--- src/rtl/cht_pkg.sv ---
// ----------------------------------------------------------------------------
// cht_pkg
// Shared types and constants for the chained hash table.
// ----------------------------------------------------------------------------
package cht_pkg;

  localparam int BUCKETS_DEF = 128;
  localparam int NODES_DEF   = 64;
  localparam int KEY_W       = 16;
  localparam int VH_W        = 64;
  localparam int VT_W        = 8;
  localparam int CNT_OUT_W   = 7;
  localparam int KEY3_W      = KEY_W + 2;
  localparam int MOD_STEPS   = 2;
  localparam int MC_W        = $clog2(MOD_STEPS);

  typedef enum logic [1:0] {
    ACT_PUT = 2'd0,
    ACT_GET = 2'd1,
    ACT_REM = 2'd2,
    ACT_CLR = 2'd3
  } action_t;

  typedef enum logic [2:0] {
    ST_OK   = 3'd0,
    ST_UPD  = 3'd1,
    ST_MISS = 3'd2,
    ST_FULL = 3'd3,
    ST_CLR  = 3'd4
  } status_t;

  typedef enum logic [3:0] {
    S_SWEEP,
    S_IDLE,
    S_MOD,
    S_BRD,
    S_HEAD,
    S_NCHK,
    S_HIT,
    S_MISS,
    S_CLRFIN
  } state_t;

  typedef struct packed {
    logic    load;
    logic    mod_step;
    logic    bkt_rd;
    logic    head_load;
    logic    walk_adv;
    logic    put_upd;
    logic    put_ins;
    logic    rem_hit;
    logic    sweep_wr;
    logic    res_load;
    status_t res_status;
    logic    res_found;
    logic    res_value;
  } cmd_t;

  typedef struct packed {
    action_t act;
    logic    mod_last;
    logic    head_nil;
    logic    key_match;
    logic    next_nil;
    logic    pool_full;
    logic    sweep_last;
    logic    out_busy;
  } sts_t;

endpackage

--- src/rtl/cht_ctrl.sv ---
// ----------------------------------------------------------------------------
// cht_ctrl
// Request sequencer: bucket hash, chain walk, outcome and clearing pass.
// ----------------------------------------------------------------------------
module cht_ctrl (
  input  logic            clk,
  input  logic            rst_n,
  input  logic            in_valid,
  input  logic [1:0]      in_action,
  output logic            in_ready,
  input  cht_pkg::sts_t   sts,
  output cht_pkg::cmd_t   cmd
);
  import cht_pkg::*;

  state_t state_r, state_nxt;
  logic   clr_pend_r, clr_pend_nxt;

  always_ff @(posedge clk) begin
    if (!rst_n) begin
      state_r    <= S_SWEEP;
      clr_pend_r <= 1'b0;
    end else begin
      state_r    <= state_nxt;
      clr_pend_r <= clr_pend_nxt;
    end
  end

  always_comb begin
    state_nxt    = state_r;
    clr_pend_nxt = clr_pend_r;
    unique case (state_r)
      S_SWEEP: begin
        if (sts.sweep_last) state_nxt = clr_pend_r ? S_CLRFIN : S_IDLE;
      end
      S_IDLE: begin
        if (in_valid) begin
          if (action_t'(in_action) == ACT_CLR) begin
            state_nxt    = S_SWEEP;
            clr_pend_nxt = 1'b1;
          end else begin
            state_nxt = S_MOD;
          end
        end
      end
      S_MOD: begin
        if (sts.mod_last) state_nxt = S_BRD;
      end
      S_BRD: state_nxt = S_HEAD;
      S_HEAD: state_nxt = sts.head_nil ? S_MISS : S_NCHK;
      S_NCHK: begin
        if (sts.key_match) state_nxt = S_HIT;
        else if (sts.next_nil) state_nxt = S_MISS;
      end
      S_HIT, S_MISS: begin
        if (!sts.out_busy) state_nxt = S_IDLE;
      end
      S_CLRFIN: begin
        if (!sts.out_busy) begin
          state_nxt    = S_IDLE;
          clr_pend_nxt = 1'b0;
        end
      end
      default: state_nxt = S_IDLE;
    endcase
  end

  always_comb begin
    cmd      = '0;
    in_ready = 1'b0;
    unique case (state_r)
      S_SWEEP: cmd.sweep_wr = 1'b1;
      S_IDLE: begin
        in_ready = 1'b1;
        cmd.load = in_valid;
      end
      S_MOD: cmd.mod_step = 1'b1;
      S_BRD: cmd.bkt_rd = 1'b1;
      S_HEAD: cmd.head_load = !sts.head_nil;
      S_NCHK: cmd.walk_adv = !sts.key_match && !sts.next_nil;
      S_HIT: begin
        if (!sts.out_busy) begin
          cmd.res_load = 1'b1;
          case (sts.act)
            ACT_PUT: begin
              cmd.put_upd    = 1'b1;
              cmd.res_status = ST_UPD;
            end
            ACT_GET: begin
              cmd.res_found = 1'b1;
              cmd.res_value = 1'b1;
            end
            ACT_REM: begin
              cmd.rem_hit   = 1'b1;
              cmd.res_found = 1'b1;
            end
            default: cmd.res_status = ST_CLR;
          endcase
        end
      end
      S_MISS: begin
        if (!sts.out_busy) begin
          cmd.res_load = 1'b1;
          if (sts.act == ACT_PUT) begin
            if (sts.pool_full) cmd.res_status = ST_FULL;
            else cmd.put_ins = 1'b1;
          end else begin
            cmd.res_status = ST_MISS;
          end
        end
      end
      S_CLRFIN: begin
        if (!sts.out_busy) begin
          cmd.res_load   = 1'b1;
          cmd.res_status = ST_CLR;
        end
      end
      default: cmd = '0;
    endcase
  end

endmodule

--- config.mk ---
export PLATFORM = sky130hd
export DESIGN_NAME = cht_ctrl
export DESIGN_NICKNAME = d
export VERILOG_FILES = /design/src/rtl/cht_pkg.sv /design/src/rtl/cht_ctrl.sv
export SDC_FILE = /design/constraint.sdc
export NUM_CORES = 1
export LEC_CHECK = 0
export ABC_CLOCK_PERIOD_IN_PS = 2000
export BUFFER_PORTS_ARGS = -buffer_cell sky130_fd_sc_hd__buf_4
export CORE_UTILIZATION = 44
export DETAILED_ROUTE_END_ITERATION = 10
export PLACE_DENSITY_LB_ADDON = 0.25
export SYNTH_ARGS = -nofsm -noshare
export SYNTH_HDL_FRONTEND = slang
export SYNTH_SLANG_ARGS = --single-unit
--- constraint.sdc ---
create_clock -name clk -period 2 [get_ports clk]
set_clock_uncertainty 0.15 [all_clocks]
set_input_delay 0.4 -clock clk [delete_from_list [all_inputs] [get_ports clk]]
set_output_delay 0.4 -clock clk [all_outputs]
set_load 0.1 [all_outputs]
==> reports/results.tsv, run 1 <==
metric	value	unit
yosysSeqAreaShare	16.4	%
syn_nets	96	
gp_congestion	0.778	
ys_ff_latch	5	
grt-worst-endpoint	cmd[8]	
synth_cells	78	
synth-main-ff-cell	dfxtp_1	
yosys_warnings	0	
ioPinCount	30	
firstError	[ERROR DPL-0038] Utilization greater than 100%, impossible to legalize	
die_h	39.2	um
holdBufCountCts	0	
port_buffers	29	
clock-root-buffer	clkbuf_4	
lastStage	5_1_grt	
synth-edff-count	0	
outcome	stopped before the end	
die_w	39.2	um
grt_max_degree	11	
rows	13	
cts_max_level	1	
initial_utilization	46.8	%
cts.sinks	5	
async_flop_share	0	%
synth_area	609	sq um
dp_hpwl	1420	um
synth_cell_types	35	
clk_path_buf_depth	2	
worstEpCategory	primary output	
cts_made_buffers	3	
avgSynthCellArea	7.81	sq um
[kinds of logic after synthesis]
kind of cell,synth area share [%]
compound gates,20.5
simple gates,41.9
mux,3.29
buf+inv,9.65
fa+ha+maj,8.21
flops,16.4
[cells in the mapped netlist (all sizes together), types with 3 or more instances]
master | n | area, sq um
dfxtp | 5 | 100
nor2 | 9 | 33.8
a21oi | 3 | 15.0
and2 | 6 | 37.5
ha | 4 | 50.1
buf | 4 | 28.8
inv | 7 | 26.3
nor3 | 4 | 20.0
nor3b | 3 | 27.5
nand2 | 5 | 18.8
[repair_timing]
| action | in CTS |
|---|---|
| setup buffers | 5 |
| resized for setup | 37 |
| endpoints found under the setup margin | 13 |
| pin swaps | 8 |
[metrics by stage]
stage | worst slack, ns | area (sq um) | instances | util, % | setup TNS [ns]
after floorplan | -0.654 | 774 | 78 | - | -2.58
after global placement | 0.0568 | 1040 | 128 | 79.8 | 0
after detailed placement | -0.0102 | 1040 | 128 | 79.8 | -0.0266
after CTS | -0.0592 | 1250 | 137 | 96.3 | -0.262
==> inputs of run 2 (changes only) <==
- CORE_AREA: default -> 2 2 63 65
- CORE_UTILIZATION: 44 -> default
- DIE_AREA: default -> 0 0 65 67
- PLACE_DENSITY_LB_ADDON: 0.25 -> 0.15
==> run 2 against run 1 <==
Effect of this change:
- the flow now finishes, with violations (setup timing)
- synthesized cell count did not move
- synthesized area did not move
==> reports/results.tsv, run 2 <==
metric	value	unit	change
outcome	finished with violations		
violations	setup timing		
synth_area_leaders	dfxtp_1, ha_1, and2_1		
max-cap-violations	0		
r2r-start	state_r[3]		
regMostFlops	state_r		
port_buffers	29		unchanged
slew_viol_final	0		
wirelength	2090	um	
drt-wirelength-per-cell	12.5	um	
top_regs	state_r x4, clr_pend_r x1		
timing.critical_path.fanout_max	10		
yosysSeqAreaShare	16.4	%	unchanged
fin_ws	-0.0102	ns	
rows	22		+9
largest_reg_flops	4		
clk_path_buf_depth	2		unchanged
ioPinCount	30		unchanged
synth.most_common_cell	nor2_1		
hold_viol_final	0		
critPathKind	flop to primary output		
finalPower	1410	uW	
ys_ff_latch	5		unchanged
initial_utilization	16.9	%	-30 points
fin_crit_sh	101	%	
antenna_found_initial	0		
peakVddDrop	0.000764	V	
worst_pin_slew	0.299	ns	
synth_area	609	sq um	unchanged
synth-edff-count	0		unchanged
synth_cell_types	35		unchanged
final_cell_mix	buf_4, buf_12, nor2_1, inv_1, and2_4		
dpl_cell_area	0.00109	sq mm	+5.2%
layout_min_cycle_time	2.01	ns	
synth_cells	78		unchanged
coreArea	0.00361	sq mm	
end_kind	primary output		
layout_commonest_cell	buf_4		
syn_to_final_growth	113	%	
start_kind	flop		
clk_pin_slew	0.03	ns	
critPathRequiredTime	1.45	ns	
yosysTopAreaCell	dfxtp_1		
die_h	67	um	+71%
async_flop_share	0	%	unchanged
grt_pass1_vias	728		
cts_max_level	1		unchanged
hp-start	rst_n		
drt_iter0_drc	19		
avgSynthCellArea	7.81	sq um	unchanged
vias	709		
hold_depth	3		
rsz0062_at_grt	true		
r2r_setup_slack	0.21	ns	
rr_endpoint	state_r[2]		
routed_via_density	4.25		
power-per-cell-area	1090	mW/mm^2	
first_pass_iters	4		
p_leak	0.000538	uW	
cts.sinks	5		unchanged
grt_overflow	0		
nets	138		
die_w	65	um	+66%
holdPathEnd	state_r[1]		
holdBufCountCts	0		unchanged
clock-root-buffer	clkbuf_8		
fmax	0.497	GHz	
synth-main-ff-cell	dfxtp_1		
setup_viol	1		
dieArea	0.00436	sq mm	
drc	0		
grt_max_degree	12		
yosysTopAreaCellShare	16.4	%	unchanged
syn_nets	96		unchanged
gp_congestion	0.751		-3.5%
cp_data_arrival_time	1.46	ns	
rr_worst_depth	6		
grt_pass1_wl	3450	um	
insertion_delay	0.22	ns	
cts_tree	built		
relSlewSlack	80.1	%	
yosys_warnings	0		unchanged
antenna_cells	0		
synth_commonest_cells	nor2_1, inv_1, and2_1		
finalInstanceArea	0.00130	sq mm	
drive_gt1_share	63.9	%	
final_antenna_net_count	0		
grt_usage	10.4	%	
cts_made_buffers	3		unchanged
dp_hpwl	1640	um	+15%
hold_path.class	input pin to flop		
-- run 2: cell counts after synthesis --
No cell type changed its count.
-- run 2: worst max-delay path, cell delays in order (launching register included) --
cell and delay (ns):
dfxtp_1 0.30, buf_4 0.18, and3b_2 0.28, a22oi_2 0.10
nor3_4 0.18, buf_12 0.20
-- run 2: layout make-up --
| cell class | count | area (sq um) |
|---|---|---|
| Fill cell | 376 | 2310 |
| Multi-Input combinational cell | 61 | 607 |
| Timing Repair Buffer | 42 | 454 |
| Sequential cell | 5 | 104 |
| Tap cell | 48 | 60.1 |
| Clock buffer | 4 | 45.0 |
| Inverter | 7 | 26.3 |
-- run 2: where the power goes --
group | total (uW) | switching, uW | internal (uW)
registers | 175 | 45.4 | 130
clock network | 183 | 46.5 | 137
logic | 1060 | 671 | 385
-- run 2: how the worst max path moves through the flow --
stage | from | endpoint
6_report | state_r[3] | cmd[4]
5_1_grt | state_r[3] | cmd[4]
4_1_cts | state_r[3] | cmd[8]
3_5_place_dp | sts[0] | cmd[7]
3_3_place_gp | sts[0] | cmd[1]
2_1_floorplan | state_r[1] | cmd[14]
-- run 2: logic make-up after synthesis --
logic type | after synthesis | synth area share (%)
AOI/OAI and AO/OA | 15 | 20.5
muxes | 2 | 3.29
buffers and inverters | 12 | 9.65
DFF | 5 | 16.4
adders and majority gates | 4 | 8.21
and+or+nand+nor | 40 | 41.9
-- run 2: layer usage --
layer | track usage (%) | share of wire (%)
met1 | 11.8 | 41
met2 | 19.7 | 53
met3 | 2.87 | 5.3
met4 | 1.60 | 0
met5 | 0 | 0
-- run 2: repair_timing --
| item | 4_1_cts | 5_1_grt |
|---|---|---|
| endpoints found under the setup margin | 13 | 12 |
| setup buffers | 1 | 1 |
| pin swaps | 5 | 3 |
| gates resized for setup | 32 | 3 |
-- run 2: through the flow --
| step | instances | hold WS, ns | worst slack [ns] | setup TNS (ns) | util, % |
|---|---|---|---|---|---|
| after floorplan | 78 | 0.315 | -0.654 | -2.58 | - |
| after global placement | 161 | 0.363 | 0.00981 | 0 | 30.3 |
| after detailed placement | 161 | 0.356 | 0.0173 | 0 | 30.3 |
| after CTS | 166 | 0.337 | -0.0280 | -0.127 | 35.4 |
| after global routing | 167 | 0.338 | -0.0863 | -0.595 | 35.9 |
| final | 167 | 0.341 | -0.0102 | -0.0102 | 35.9 |
(Power assumes the default switching activity.)
